--- config.mk ---
export PLATFORM = sky130hd
export DESIGN_NAME = sbl_queue
export DESIGN_NICKNAME = d
export VERILOG_FILES = /design/src/design/sbl_pkg.sv /design/src/design/sbl_queue.sv
export SDC_FILE = /design/constraint.sdc
export NUM_CORES = 1
export LEC_CHECK = 0
export ABC_AREA = 1
export BUFFER_PORTS_ARGS = -buffer_cell sky130_fd_sc_hd__buf_2
export CORE_MARGIN = 4
export CORE_UTILIZATION = 30
export CTS_BUF_LIST = sky130_fd_sc_hd__clkbuf_8
export CTS_CLUSTER_SIZE = 24
export DETAILED_ROUTE_END_ITERATION = 16
export PLACE_DENSITY_LB_ADDON = 0.05
export SLEW_MARGIN = 20
export SYNTH_ARGS = -nofsm -noshare
export SYNTH_HDL_FRONTEND = slang
export SYNTH_SLANG_ARGS = --single-unit
--- constraint.sdc ---
create_clock -name clock -period 3.11 [get_ports clock]
set_clock_uncertainty 0.15 [all_clocks]
set_input_delay 0.1555 -clock clock [delete_from_list [all_inputs] [get_ports clock]]
set_output_delay 0.1555 -clock clock [all_outputs]
set_load 0.1 [all_outputs]
--- src/design/sbl_pkg.sv ---
// Shared constants, types and limits for the Sobel edge magnitude unit.
package sbl_pkg;

   // Image geometry and pixel format
   localparam int MAX_WIDTH  = 1024;
   localparam int MAX_HEIGHT = 1024;
   localparam int PIXEL_BITS = 8;

   localparam int COL_BITS    = $clog2(MAX_WIDTH);
   localparam int ROW_BITS    = $clog2(MAX_HEIGHT);
   localparam int WIDTH_BITS  = COL_BITS + 1;
   localparam int HEIGHT_BITS = ROW_BITS + 1;

   // Gradient and magnitude widths
   localparam int SUM_BITS   = PIXEL_BITS + 2;
   localparam int GRAD_BITS  = PIXEL_BITS + 3;
   localparam int MAG_BITS   = GRAD_BITS;
   localparam int SUMSQ_BITS = 2 * MAG_BITS;

   // Register file
   localparam int CSR_ADDR_BITS = 3;
   localparam int CSR_DATA_BITS = 32;
   localparam logic REG_IMAGE_WIDTH  = 1'b0;
   localparam logic REG_IMAGE_HEIGHT = 1'b1;
   localparam logic [WIDTH_BITS-1:0]  WIDTH_RESET  = WIDTH_BITS'(640);
   localparam logic [HEIGHT_BITS-1:0] HEIGHT_RESET = HEIGHT_BITS'(480);
   localparam logic [WIDTH_BITS-1:0]  WIDTH_MIN    = WIDTH_BITS'(3);
   localparam logic [HEIGHT_BITS-1:0] HEIGHT_MIN   = HEIGHT_BITS'(3);
   localparam logic [WIDTH_BITS-1:0]  WIDTH_MAX    = WIDTH_BITS'(MAX_WIDTH);
   localparam logic [HEIGHT_BITS-1:0] HEIGHT_MAX   = HEIGHT_BITS'(MAX_HEIGHT);

   // Gradient queue
   localparam int QUEUE_DEPTH = 4;
   localparam int QPTR_BITS   = $clog2(QUEUE_DEPTH);

   // Last column and last row of the effective frame
   typedef struct packed {
      logic [COL_BITS-1:0] col_last;
      logic [ROW_BITS-1:0] row_last;
   } sbl_limits_type;

   // One gradient job handed from front to back
   typedef struct packed {
      logic signed [GRAD_BITS-1:0] gx;
      logic signed [GRAD_BITS-1:0] gy;
      logic [COL_BITS-1:0]         col;
      logic [ROW_BITS-1:0]         row;
      logic                        frame_end;
   } sbl_job_type;

   // Queue status seen by both sides
   typedef struct packed {
      logic room;
      logic not_empty;
   } sbl_qstat_type;

endpackage

--- src/design/sbl_queue.sv ---
// Short job queue between the gradient front and the magnitude back.
module sbl_queue import sbl_pkg::*; (
   input  logic          clock,
   input  logic          reset,
   input  logic          push,
   input  sbl_job_type   push_job,
   input  logic          pop,
   output sbl_job_type   pop_job,
   output sbl_qstat_type qstat
);

   sbl_job_type            entry_ff [0:QUEUE_DEPTH-1];
   logic [QPTR_BITS-1:0]   wr_ptr_ff, rd_ptr_ff;
   logic [QPTR_BITS:0]     count_ff, count_in;
   logic                   do_push, do_pop;

   assign qstat.room      = (count_ff != (QPTR_BITS+1)'(QUEUE_DEPTH));
   assign qstat.not_empty = (count_ff != '0);

   assign do_push = push && qstat.room;
   assign do_pop  = pop && qstat.not_empty;

   always_comb begin
      count_in = count_ff;
      if (do_push && !do_pop) begin
         count_in = count_ff + 1'b1;
      end else if (do_pop && !do_push) begin
         count_in = count_ff - 1'b1;
      end
   end

   // Track fill level and pointers
   always_ff @(posedge clock) begin
      if (reset) begin
         wr_ptr_ff <= '0;
         rd_ptr_ff <= '0;
         count_ff  <= '0;
      end else begin
         count_ff <= count_in;
         if (do_push) begin
            wr_ptr_ff <= wr_ptr_ff + 1'b1;
         end
         if (do_pop) begin
            rd_ptr_ff <= rd_ptr_ff + 1'b1;
         end
      end
   end

   // Store the pushed job
   always_ff @(posedge clock) begin
      if (do_push) begin
         entry_ff[wr_ptr_ff] <= push_job;
      end
   end

   assign pop_job = entry_ff[rd_ptr_ff];

endmodule

==> flow_summary.yaml <==
floorplan:
  io_pins: 92
  die_h_microns: 159
  core_region_area_sq_um: 22100
  die_w_microns: 159
  dieArea_sq_um: 25300
  num_rows: 54
  start_util: 0.309
power:
  sw_frac_of_total: 0.453
  power_mw: 9.25
  ir_worst_vdd_mv: 0.676
  power_frac_seq: 0.329
  p_switching_mw: 4.19
  internal-power_mw: 5.06
  powerDensity_nw_per_um2: 1010
  leakage_nw: 3.23
  pwr-share-clk: 0.175
  p_comb_frac: 0.496
route:
  drtIter0Drc: 208
  drt_pass1_iterations: 4
  vias_per_cell: 4.74
  routed_wl_mm: 15.9
  antenna_left: 0
  wire_per_inst_microns: 17.3
  vias: 4366
  drc_errors: 0
cells_and_area:
  multi_input_area_sq_um: 1300
  nFillCells: 2069
  regArea_sq_um: 5350
  layout-drive-gt1-share: 0.223
  area_growth_pct: 33.5
  final_cells: 921
  postLayoutCoreUtil: 0.413
  finalNetCount: 680
  fin_area_sq_um: 9130
grt:
  antenna_found_initial: 1
  grt_usage: 0.128
  gr-total-overflow: 0
  first_global_vias: 4535
  grt_max_degree: 87
  grt_pass1_wl_mm: 25.3
logic_synthesis:
  postSynthCellCount: 483
  ys_ff_latch: 181
  synth_area_sq_um: 6840
  synth_warnings: 0
  synth_seq_area_share: 0.782
  synth_nets: 536
  synth.avg_cell_area_sq_um: 14.2
  synth.distinct_cells: 19
job:
  max-cap-violations: 0
clocking:
  cts_buffers: 17
  clk_latency_ns: 0.44
  cts-root-buf: "clkbuf_8"
  h-tree-depth: 4
  clock_sinks: 181
  clk_pin_slew_worst_paths_ns: 0.10
  clockBufferDepth: 2
  ctsResizeCount: 0
  cts_tree: "done"
status:
  status: "finished, final reports clean"
critical_path:
  path_cells: "inv_2, buf_4, o21ai_0, o22ai_1, buf_12"
  worst_setup_path_start_kind: "flop"
  critPathTopFamily: "buffers and inverters"
  critPathMaxFanout: 26
  cpPeakStageDelay_ns: 0.47
  cp_slowest_cell: "dfxtp_2"
  cp.buffers_inverters: 3
  required_ns: 2.80
  arrival_ns: 2.35
  endpoint_kind: "primary output"
  reg2reg_slack_ns: 0.79
  critPathKind: "reg2out"
place:
  dp_slack_ns: 0.798
  place_inst: 841
  dpl_cell_area_sq_um: 8250
  dp_hpwl_mm: 9.19
  globalplace.congestion: 0.711
  port_buffers: 91
sta:
  min_period_ns: 2.66
  setup_tns_ns: 0
  worst_slack_ns: 0.454
  finalSetupViolations: 0
  period_share: 0.854
  slew_violations: 0
  worst_pin_slew_ns: 0.587
  whs_ns: 0.295
  fmax_ghz: 0.377
  hold_viol_final: 0
  relSlewSlack: 0.608
  rsz0062_at_grt: "no"
min_path:
  hp-class: "in2reg"
==> flip-flops by register name, summed over array words and instances, names as in the netlist, named ones only <==
signal and count:
wr_ptr_ff 2, count_ff 3, rd_ptr_ff 2, entry_ff 172
==> power by group through the flow <==
stage	registers (mW)	logic (mW)	clock network [mW]
6_report	3.05	4.59	1.62
5_1_grt	3.07	4.79	1.79
4_1_cts	3.05	4.65	1.67
3_5_place_dp	3.11	4.59	0
3_3_place_gp	3.10	4.57	0
2_1_floorplan	3.08	2.98	0
==> cells in the final DEF, fill, tap and decap left out, drive strengths merged, types with 4 or more instances in the layout <==
cell,instances
clkbuf,17
clkinvlp,4
nor2,100
o22ai,43
inv,24
buf,104
dlygate4sd3,47
edfxtp,172
ha,5
dfxtp,9
nand2,15
nand3,4
o21ai,87
==> routing by layer <==
layer / track usage / routed length (microns)
met1: 0.169 / 7340
met2: 0.207 / 7670
met3: 0.0378 / 745
met4: 0.0343 / 180
met5: 0 / 0
==> cell usage after synthesis <==
cell type,count,area [sq um]
a21oi_1,3,15.0
buf_2,5,25.0
buf_4,5,37.5
buf_6,5,56.3
clkbuf_1,11,41.3
dfxtp_1,9,180
edfxtp_1,172,5160
fa_1,1,20.0
ha_1,5,62.6
inv_1,14,52.6
inv_2,2,7.51
nand2_1,15,56.3
nand3_1,4,20.0
nand3b_1,1,7.51
nor2_1,100,375
o21ai_0,80,400
o21ai_1,7,35.0
o22ai_1,43,269
xor2_1,1,8.76
==> final cells by class <==
cell class / count / share of cell area
Tap cell: 280 / 0.0384
Antenna cell: 1 / 0.000274
Clock buffer: 17 / 0.0256
Sequential cell: 181 / 0.586
Clock inverter: 15 / 0.0188
Inverter: 16 / 0.00658
Multi-Input combinational cell: 260 / 0.142
Timing Repair Buffer: 151 / 0.182
==> cells by family (layout without fill, tap and decap cells) <==
family	after synthesis	after routing	share of synthesized area
AND/OR/NAND/NOR	120	120	0.0672
XOR/XNOR	1	1	0.00128
buffers and inverters	42	199	0.0322
AO/OA/AOI/OAI	133	133	0.105
other	0	1	0
flip-flops	181	181	0.782
adder cells (fa/ha/maj)	6	6	0.0121
==> path summary, 6_finish.rpt <==
path	from	cells past startpoint	endpoint
setup / recovery	flop	5	pop_job[23]
hold / removal	push_job[36]	2	entry_ff[2][36]
setup reg to reg	count_ff[1]	9	count_ff[1]
hold reg to reg	rd_ptr_ff[1]	2	flop
==> timing repair <==
| item | CTS | global route |
|---|---|---|
| endpoints found under the hold margin | 181 | 0 |
| setup buffers | 0 | 0 |
| hold buffers | 47 | 0 |
==> worst register-to-register path: cells and delay by family, from the launching register on <==
| family | cells | cell delay, ns |
|---|---|---|
| simple gates | 4 | 0.68 |
| fa+ha+maj | 2 | 0.66 |
| buf+inv | 2 | 0.23 |
| compound gates | 1 | 0.18 |
| flops | 1 | 0.35 |
No activity file was read; power rests on OpenSTA's default activity.
