File: config.mk
export PLATFORM = sky130hd
export DESIGN_NAME = sbl_back
export DESIGN_NICKNAME = d
export VERILOG_FILES = /design/src/design/sbl_pkg.sv /design/src/design/sbl_back.sv
export SDC_FILE = /design/constraint.sdc
export NUM_CORES = 1
export LEC_CHECK = 0
export BUFFER_PORTS_ARGS = -buffer_cell sky130_fd_sc_hd__buf_2
export CAP_MARGIN = 20
export CELL_PAD_IN_SITES_DETAIL_PLACEMENT = 1
export CELL_PAD_IN_SITES_GLOBAL_PLACEMENT = 1
export CORE_MARGIN = 8
export CORE_UTILIZATION = 29
export CTS_BUF_LIST = sky130_fd_sc_hd__clkbuf_4 sky130_fd_sc_hd__clkbuf_8
export CTS_CLUSTER_DIAMETER = 40
export DETAILED_ROUTE_END_ITERATION = 10
export PLACE_DENSITY_LB_ADDON = 0.1
export REMOVE_ABC_BUFFERS = 1
export SYNTH_ARGS = -nofsm -noshare
export SYNTH_HDL_FRONTEND = slang
export SYNTH_SLANG_ARGS = --single-unit
File: constraint.sdc
create_clock -name clock -period 20 [get_ports clock]
set_input_delay 1 -clock clock [delete_from_list [all_inputs] [get_ports clock]]
set_output_delay 1 -clock clock [all_outputs]
set_load 0.02 [all_outputs]
File: src/design/sbl_pkg.sv
// Shared constants, types and limits for the Sobel edge magnitude unit.
package sbl_pkg;

   // Image geometry and pixel format
   localparam int MAX_WIDTH  = 1024;
   localparam int MAX_HEIGHT = 1024;
   localparam int PIXEL_BITS = 8;

   localparam int COL_BITS    = $clog2(MAX_WIDTH);
   localparam int ROW_BITS    = $clog2(MAX_HEIGHT);
   localparam int WIDTH_BITS  = COL_BITS + 1;
   localparam int HEIGHT_BITS = ROW_BITS + 1;

   // Gradient and magnitude widths
   localparam int SUM_BITS   = PIXEL_BITS + 2;
   localparam int GRAD_BITS  = PIXEL_BITS + 3;
   localparam int MAG_BITS   = GRAD_BITS;
   localparam int SUMSQ_BITS = 2 * MAG_BITS;

   // Register file
   localparam int CSR_ADDR_BITS = 3;
   localparam int CSR_DATA_BITS = 32;
   localparam logic REG_IMAGE_WIDTH  = 1'b0;
   localparam logic REG_IMAGE_HEIGHT = 1'b1;
   localparam logic [WIDTH_BITS-1:0]  WIDTH_RESET  = WIDTH_BITS'(640);
   localparam logic [HEIGHT_BITS-1:0] HEIGHT_RESET = HEIGHT_BITS'(480);
   localparam logic [WIDTH_BITS-1:0]  WIDTH_MIN    = WIDTH_BITS'(3);
   localparam logic [HEIGHT_BITS-1:0] HEIGHT_MIN   = HEIGHT_BITS'(3);
   localparam logic [WIDTH_BITS-1:0]  WIDTH_MAX    = WIDTH_BITS'(MAX_WIDTH);
   localparam logic [HEIGHT_BITS-1:0] HEIGHT_MAX   = HEIGHT_BITS'(MAX_HEIGHT);

   // Gradient queue
   localparam int QUEUE_DEPTH = 4;
   localparam int QPTR_BITS   = $clog2(QUEUE_DEPTH);

   // Last column and last row of the effective frame
   typedef struct packed {
      logic [COL_BITS-1:0] col_last;
      logic [ROW_BITS-1:0] row_last;
   } sbl_limits_type;

   // One gradient job handed from front to back
   typedef struct packed {
      logic signed [GRAD_BITS-1:0] gx;
      logic signed [GRAD_BITS-1:0] gy;
      logic [COL_BITS-1:0]         col;
      logic [ROW_BITS-1:0]         row;
      logic                        frame_end;
   } sbl_job_type;

   // Queue status seen by both sides
   typedef struct packed {
      logic room;
      logic not_empty;
   } sbl_qstat_type;

endpackage

File: src/design/sbl_back.sv
// Magnitude pipeline: squares, then one square root digit per stage.
module sbl_back import sbl_pkg::*; (
   input  logic                clock,
   input  logic                reset,
   input  sbl_qstat_type       qstat,
   input  sbl_job_type         pop_job,
   output logic                pop,
   output logic                rsp_valid,
   input  logic                rsp_stall,
   output logic [MAG_BITS-1:0] rsp_magnitude,
   output logic [COL_BITS-1:0] rsp_centre_column,
   output logic [ROW_BITS-1:0] rsp_centre_row,
   output logic                rsp_frame_end
);

   localparam int STAGES   = MAG_BITS + 1;
   localparam int REM_BITS = MAG_BITS + 3;

   typedef struct packed {
      logic [REM_BITS-1:0] rem;
      logic [MAG_BITS-1:0] root;
   } sqrt_state_type;

   logic                    valid_ff [0:STAGES-1];
   logic [SUMSQ_BITS-1:0]   value_ff [0:STAGES-1];
   logic [REM_BITS-1:0]     rem_ff   [0:STAGES-1];
   logic [MAG_BITS-1:0]     root_ff  [0:STAGES-1];
   logic [COL_BITS-1:0]     col_ff   [0:STAGES-1];
   logic [ROW_BITS-1:0]     row_ff   [0:STAGES-1];
   logic                    fend_ff  [0:STAGES-1];

   logic                          enable;
   logic signed [SUMSQ_BITS-1:0]  gx_sq, gy_sq;
   logic [SUMSQ_BITS-1:0]         sumsq;
   sqrt_state_type                step_out [1:STAGES-1];

   // One restoring square root step on the next two bits of the operand
   function automatic sqrt_state_type sqrt_step(
      input logic [REM_BITS-1:0] rem,
      input logic [MAG_BITS-1:0] root,
      input logic [1:0]          pair
   );
      logic [REM_BITS-1:0] shifted;
      logic [REM_BITS-1:0] trial;
      sqrt_state_type      res;
      shifted = {rem[REM_BITS-3:0], pair};
      trial   = {1'b0, root, 2'b01};
      if (shifted >= trial) begin
         res.rem  = shifted - trial;
         res.root = {root[MAG_BITS-2:0], 1'b1};
      end else begin
         res.rem  = shifted;
         res.root = {root[MAG_BITS-2:0], 1'b0};
      end
      return res;
   endfunction

   // Whole pipeline moves unless the result register is held
   assign enable = !(valid_ff[STAGES-1] && rsp_stall);
   assign pop    = enable && qstat.not_empty;

   assign gx_sq = pop_job.gx * pop_job.gx;
   assign gy_sq = pop_job.gy * pop_job.gy;
   assign sumsq = $unsigned(gx_sq) + $unsigned(gy_sq);

   for (genvar s = 1; s < STAGES; s++) begin : g_step
      assign step_out[s] = sqrt_step(rem_ff[s-1], root_ff[s-1],
                                     value_ff[s-1][2*(STAGES-1-s)+1 -: 2]);
   end

   // Stage valids
   always_ff @(posedge clock) begin
      if (reset) begin
         for (int s = 0; s < STAGES; s++) begin
            valid_ff[s] <= 1'b0;
         end
      end else if (enable) begin
         valid_ff[0] <= qstat.not_empty;
         for (int s = 1; s < STAGES; s++) begin
            valid_ff[s] <= valid_ff[s-1];
         end
      end
   end

   // Stage payloads
   always_ff @(posedge clock) begin
      if (enable) begin
         value_ff[0] <= sumsq;
         rem_ff[0]   <= '0;
         root_ff[0]  <= '0;
         col_ff[0]   <= pop_job.col;
         row_ff[0]   <= pop_job.row;
         fend_ff[0]  <= pop_job.frame_end;
         for (int s = 1; s < STAGES; s++) begin
            value_ff[s] <= value_ff[s-1];
            rem_ff[s]   <= step_out[s].rem;
            root_ff[s]  <= step_out[s].root;
            col_ff[s]   <= col_ff[s-1];
            row_ff[s]   <= row_ff[s-1];
            fend_ff[s]  <= fend_ff[s-1];
         end
      end
   end

   assign rsp_valid         = valid_ff[STAGES-1];
   assign rsp_magnitude     = root_ff[STAGES-1];
   assign rsp_centre_column = col_ff[STAGES-1];
   assign rsp_centre_row    = row_ff[STAGES-1];
   assign rsp_frame_end     = fend_ff[STAGES-1];

endmodule

==> results.py, run 1 <==
metrics = {
    "placement": {
        "place_hpwl_mm": 41.7,
        "place.gp.congestion": 0.769,
        "portBuffers": 80,
        "dp_cells": 3560,
        "placed_area_sq_mm": 0.0320,
    },
    "grt": {
        "antenna_found_initial": 5,
        "grt_pass1_vias": 17800,
        "grt_pass1_wl_mm": 91.1,
        "grt.overflow.total": 0,
        "grt_max_degree": 89,
        "grt_use_total_pct": 9.60,
    },
    "cells_and_area": {
        "fillerInstances": 11000,
        "multi_input_area_sq_mm": 0.0112,
        "drive_gt1_share_pct": 12.2,
        "most-common-layout-cells": "571 x edfxtp_1, 401 x inv_1, 235 x fa_1",
        "syn2layout_area_growth_pct": 12.8,
        "seq_area_sq_mm": 0.0171,
        "nets": 2728,
        "postLayoutCellArea_sq_mm": 0.0340,
        "final_common_cell": "edfxtp_1",
        "final_cells": 3745,
    },
    "yosys": {
        "synth_top_area_share_pct": 56.8,
        "ys_top_cells_by_area": "edfxtp_1 57%, fa_1 16%, ha_1 6.6%",
        "async_flop_share_pct": 0,
        "synth_area_sq_mm": 0.0302,
        "synth_seq_cells": 571,
        "synth_edf_count": 571,
        "ys.flop_type": "edfxtp_1",
        "synthCells": 2156,
        "synth.avg_cell_area_sq_um": 14.0,
        "synthDistinctLibCells": 59,
        "synth_warnings": 0,
        "yosys.area.top_type": "edfxtp_1",
        "ys_seq_area_share_pct": 56.8,
    },
    "timing": {
        "rsz0062_at_grt": "no",
        "finalCritPeriodShare_pct": 36.8,
        "timing.fmax_mhz": 136,
        "slew_violations": 0,
        "period_needed_ps": 7350,
        "maxSlewHeadroom_pct": 33.7,
        "skew_ps": 24.9,
        "fin_tns_setup_ps": 0,
        "worstMarginPinSlew_ps": 994,
        "setup_viol": 0,
        "hold_violations": 0,
    },
    "clock_network": {
        "root_buffer": "clkbuf_8",
        "clockBufferDepth": 3,
        "hold_buffers": 0,
        "cts_setup_buffers": 0,
        "clock_sinks": 571,
        "clk_pin_slew_ps": 60,
        "worstSkewPairLatency_ps": 690,
        "post_cts_resized": 0,
        "cts_buffers": 100,
        "htree_levels": 3,
        "cts_tree": "done",
    },
    "setup_path": {
        "critPathCaptureType": "flip-flop",
        "cp.arrival_ps": 7790,
        "crit_type": "in2reg",
        "path_max_fanout": 21,
        "crit_required_ps": 20430,
        "cp-start-kind": "primary input",
    },
    "route": {
        "via_per_inst": 4.19,
        "drt-pass1-iter-count": 4,
        "ant_nets": 0,
        "initialDrtViolationCount": 597,
        "route.detailed.drc": 0,
        "wl_mm": 55.3,
        "dr_total_vias": 15700,
        "wl_per_cell_um": 14.8,
    },
    "floorplan": {
        "ios": 82,
        "die_h_um": 339,
        "core-area_sq_mm": 0.103,
        "die-area_sq_mm": 0.115,
        "initial_utilization_pct": 29.2,
        "rows": 118,
        "die_w_um": 339,
    },
    "flow_run": {
        "max-cap-violations": 0,
    },
    "run_status": {
        "status": "finished, final reports clean",
    },
    "worst_hold_path": {
        "hp-class": "reg2reg",
    },
}
## through the flow
stage / worst slack, ps / hold WS [ps] / util [%]
after floorplan: 5080 / 400 / -
after global placement: 11810 / 400 / 31.0
after detailed placement: 11720 / 405 / 31.0
after CTS: 12530 / 374 / 32.9
after global routing: 12270 / 399 / 32.9
final: 12650 / 399 / 32.9
## final timing paths
path	depth (start not counted)	from	slack [ps]	endpoint
max	22	pop_job[31]	12650	value_ff[0][21]
min	0	row_ff[1][4]	400	row_ff[1][14]
max reg2reg	5	valid_ff[2][3]	15270	rem_ff[10][6]
min reg2reg	0	row_ff[1][4]	400	row_ff[1][14]
## sequential cells by signal (all words and copies together) (netlist names)
signal,cells
valid_ff,12
col_ff,120
root_ff,66
rem_ff,109
value_ff,132
fend_ff,12
row_ff,120
## worst max-delay path: stages
cell and delay (ps):
buf_2 370, nand2_1 400, inv_1 480, fa_1 500, inv_1 80, fa_1 420, inv_1 90, fa_1 470
fa_1 570, fa_1 430, fa_1 500, inv_1 50, fa_1 470, inv_1 40, ha_1 340, a21o_1 200
a21oi_1 190, o21a_1 170, nand3_1 140, o31ai_1 480, o21ai_0 230, xnor2_1 160
## Yosys cell counts (27+ instances only)
cell / n
nand2_1: 109
xnor2_1: 72
o21a_1: 27
ha_1: 160
o21ai_0: 54
nor2b_1: 35
fa_1: 235
edfxtp_1: 571
inv_1: 401
nor2_1: 89
and2_1: 51
buf_4: 32
a21oi_1: 59
xor2_1: 35
## routing by layer
layer / global-route usage (%) / routed length [um] / vias to the layer above
met4: 3.38 / 1310 / 4
li1: - / - / 7500
met5: 0 / 27 / -
met2: 17.9 / 29100 / 194
met1: 10.8 / 23100 / 7874
met3: 1.83 / 1810 / 101
## kinds of logic (layout without fill, tap and decap cells)
group                    count (synthesis)  count (layout)  synth area share (%)
flip-flops                             571             571                  56.8
AO/OA/AOI/OAI                          206             206                  4.30
XOR/XNOR                               107             107                  3.11
multiplexers                            27              27                 0.995
other                                    1               4                0.0124
AND/OR/NAND/NOR                        384             384                  6.32
adder cells (fa/ha/maj)                395             395                  22.2
buffers and inverters                  465             671                  6.23
## cell type report
type | count | area share, %
flip-flops and latches | 571 | 50.4
diodes | 3 | 0.0221
well taps | 1380 | 5.07
repair buffers | 90 | 1.51
clock buffers | 129 | 4.68
inverters | 402 | 4.43
clock inverters | 50 | 1.07
multi-input cells | 1120 | 32.8
Power of run 1 is not shown: default switching activity piles up to over one toggle a cycle in this logic, so the estimate is an artifact.
==> run 2, diff against run 1 <==
- clock period: 20 -> 7.2 ns (I/O delays scaled with it)
==> run 2 against run 1 <==
  * Hold slack lost 110 ps
  * Sequential cell count is the same
  * First-iteration DRC count shrank 4.9%
  * Cell area grew 1.3%
  * Register-to-register slack lost 11000 ps
  * Via count grew 0.41%
  * Cell count grew 0.99%
  * Global-route usage grew 0.31 points
  * Core utilization grew 0.42 points
  * Clock skew grew 26 ps
  * Setup slack lost 12000 ps
  * Routed wire length grew 2.3%
==> results.py, run 2 (same netlist as run 1, synthesis figures left out) <==
metrics = {
    "run_status": {
        "status": "finished, final reports clean",
    },
    "setup_path": {
        "cp.arrival_ps": 6500,
        "crit_path_cell_trace": "buf_2 -> and2_1 -> inv_1 -> fa_1 -> inv_1 -> fa_1 -> inv_1 -> fa_1 -> fa_1 -> inv_1 -> fa_1 -> inv_1 -> fa_1 -> fa_1 -> inv_1 -> ha_1 -> o21ai_1 -> nor4_1 -> o21bai_1 -> nand3_1 -> o31ai_1 -> o21ai_0 -> xnor2_1",
        "cp-start-kind": "primary input",
        "cpMostUsedCell": "fa_1",
        "path_max_fanout": 10,
        "crit_start": "pop_job[39]",
        "crit_type": "in2reg",
        "critPathCaptureType": "flip-flop",
        "cpPeakStageDelay_ps": 530,
        "timing.rr.start": "root_ff[1][22]",
        "crit_required_ps": 7620,
        "cpMaxStageDelayCell": "fa_1",
    },
    "floorplan": {
        "ios": 82,
        "initial_utilization_pct": 29.2,
        "die_h_um": 339,
        "rows": 118,
        "die_w_um": 339,
        "die-area_sq_mm": 0.115,
        "core-area_sq_mm": 0.103,
    },
    "timing": {
        "setup_viol": 0,
        "period_needed_ps": 6080,
        "skew_ps": 50.8,
        "rsz0062_at_grt": "no",
        "timing.fmax_mhz": 165,
        "maxSlewHeadroom_pct": 29.6,
        "worstMarginPinSlew_ps": 1040,
        "finalCritPeriodShare_pct": 84.4,
        "slew_violations": 0,
        "fin_tns_setup_ps": 0,
        "hold_violations": 0,
    },
    "cells_and_area": {
        "largest_register_ffs": 132,
        "multi_input_area_sq_mm": 0.0112,
        "final_util_pct": 33.4,
        "fillerInstances": 11000,
        "nets": 2765,
        "final_common_cell": "edfxtp_1",
        "drive_gt1_share_pct": 12.7,
        "top_register": "value_ff",
        "syn2layout_area_growth_pct": 14.2,
        "reg.largest.list": "value_ff (132), col_ff (120), row_ff (120)",
        "most-common-layout-cells": "571 x edfxtp_1, 401 x inv_1, 235 x fa_1",
        "seq_area_sq_mm": 0.0171,
    },
    "clock_network": {
        "htree_levels": 3,
        "cts_buffers": 102,
        "worstSkewPairLatency_ps": 710,
        "cts_tree": "done",
        "hold_buffers": 23,
        "cts_setup_buffers": 0,
        "clockBufferDepth": 3,
        "post_cts_resized": 0,
        "root_buffer": "clkbuf_8",
        "clock_sinks": 571,
        "clk_pin_slew_ps": 60,
    },
    "placement": {
        "place.gp.congestion": 0.784,
        "portBuffers": 80,
        "place_hpwl_mm": 42.4,
    },
    "flow_run": {
        "max-cap-violations": 0,
    },
    "route": {
        "initialDrtViolationCount": 568,
        "via_per_inst": 4.16,
        "dr_total_vias": 15700,
        "ant_nets": 0,
        "wl_mm": 56.6,
        "route.detailed.drc": 0,
        "wl_per_cell_um": 15.0,
        "drt-pass1-iter-count": 4,
    },
    "grt": {
        "grt_max_degree": 179,
        "grt.overflow.total": 0,
        "grt_pass1_vias": 18000,
        "grt_use_total_pct": 9.91,
        "antenna_found_initial": 5,
        "grt_pass1_wl_mm": 93.9,
    },
    "worst_hold_path": {
        "hp-class": "in2reg",
        "min_from": "rsp_stall",
    },
}
==> run 2: path summary, 6_finish.rpt <==
path / to / slack [ps] / cells past startpoint
setup / recovery: value_ff[0][21] / 1120 / 23
hold / removal: valid_ff[1][1] / 290 / 3
setup reg to reg: rem_ff[7][4] / 4210 / 8
hold reg to reg: row_ff[2][7] / 400 / 0
==> run 2: area by class of cell <==
cell class	instances	share of cell area, %
multi-input combinational	1120	32.4
tap	1380	5.01
clock buffer	133	4.75
clock inverter	48	1.32
timing repair buffer	125	2.38
antenna	3	0.0218
sequential	571	49.7
inverter	402	4.38
==> run 2: routing by layer <==
metal / routed length (um) / GRT usage, % / vias to the layer above / part of all wire, %
met3: 1900 / 1.82 / 120 / 3.4
met1: 24300 / 11.6 / 7846 / 43
met5: 23 / 0 / - / 0.041
li1: - / - / 7571 / -
met2: 28800 / 17.9 / 197 / 51
met4: 1570 / 3.67 / 4 / 2.8
==> run 2: critical path, delay by kind of cell <==
kind            cells  cell delay, ps
xor+xnor            1             150
buf+inv             7             580
simple gates        3             520
compound gates      4            1090
fa+ha+maj           8            3800
==> run 2: metrics by stage <==
step / area (sq um) / hold WS (ps) / setup WS (ps) / instances
global placement: 32100 / 400 / 308 / 3575
finish: 34500 / 290 / 1120 / 3782
floorplan: 29800 / 400 / -7150 / 2093
detailed placement: 32100 / 405 / 333 / 3575
CTS: 34500 / 203 / 1100 / 3779
global route: 34500 / 267 / 756 / 3780
Power of run 2 is left out for the same reason.
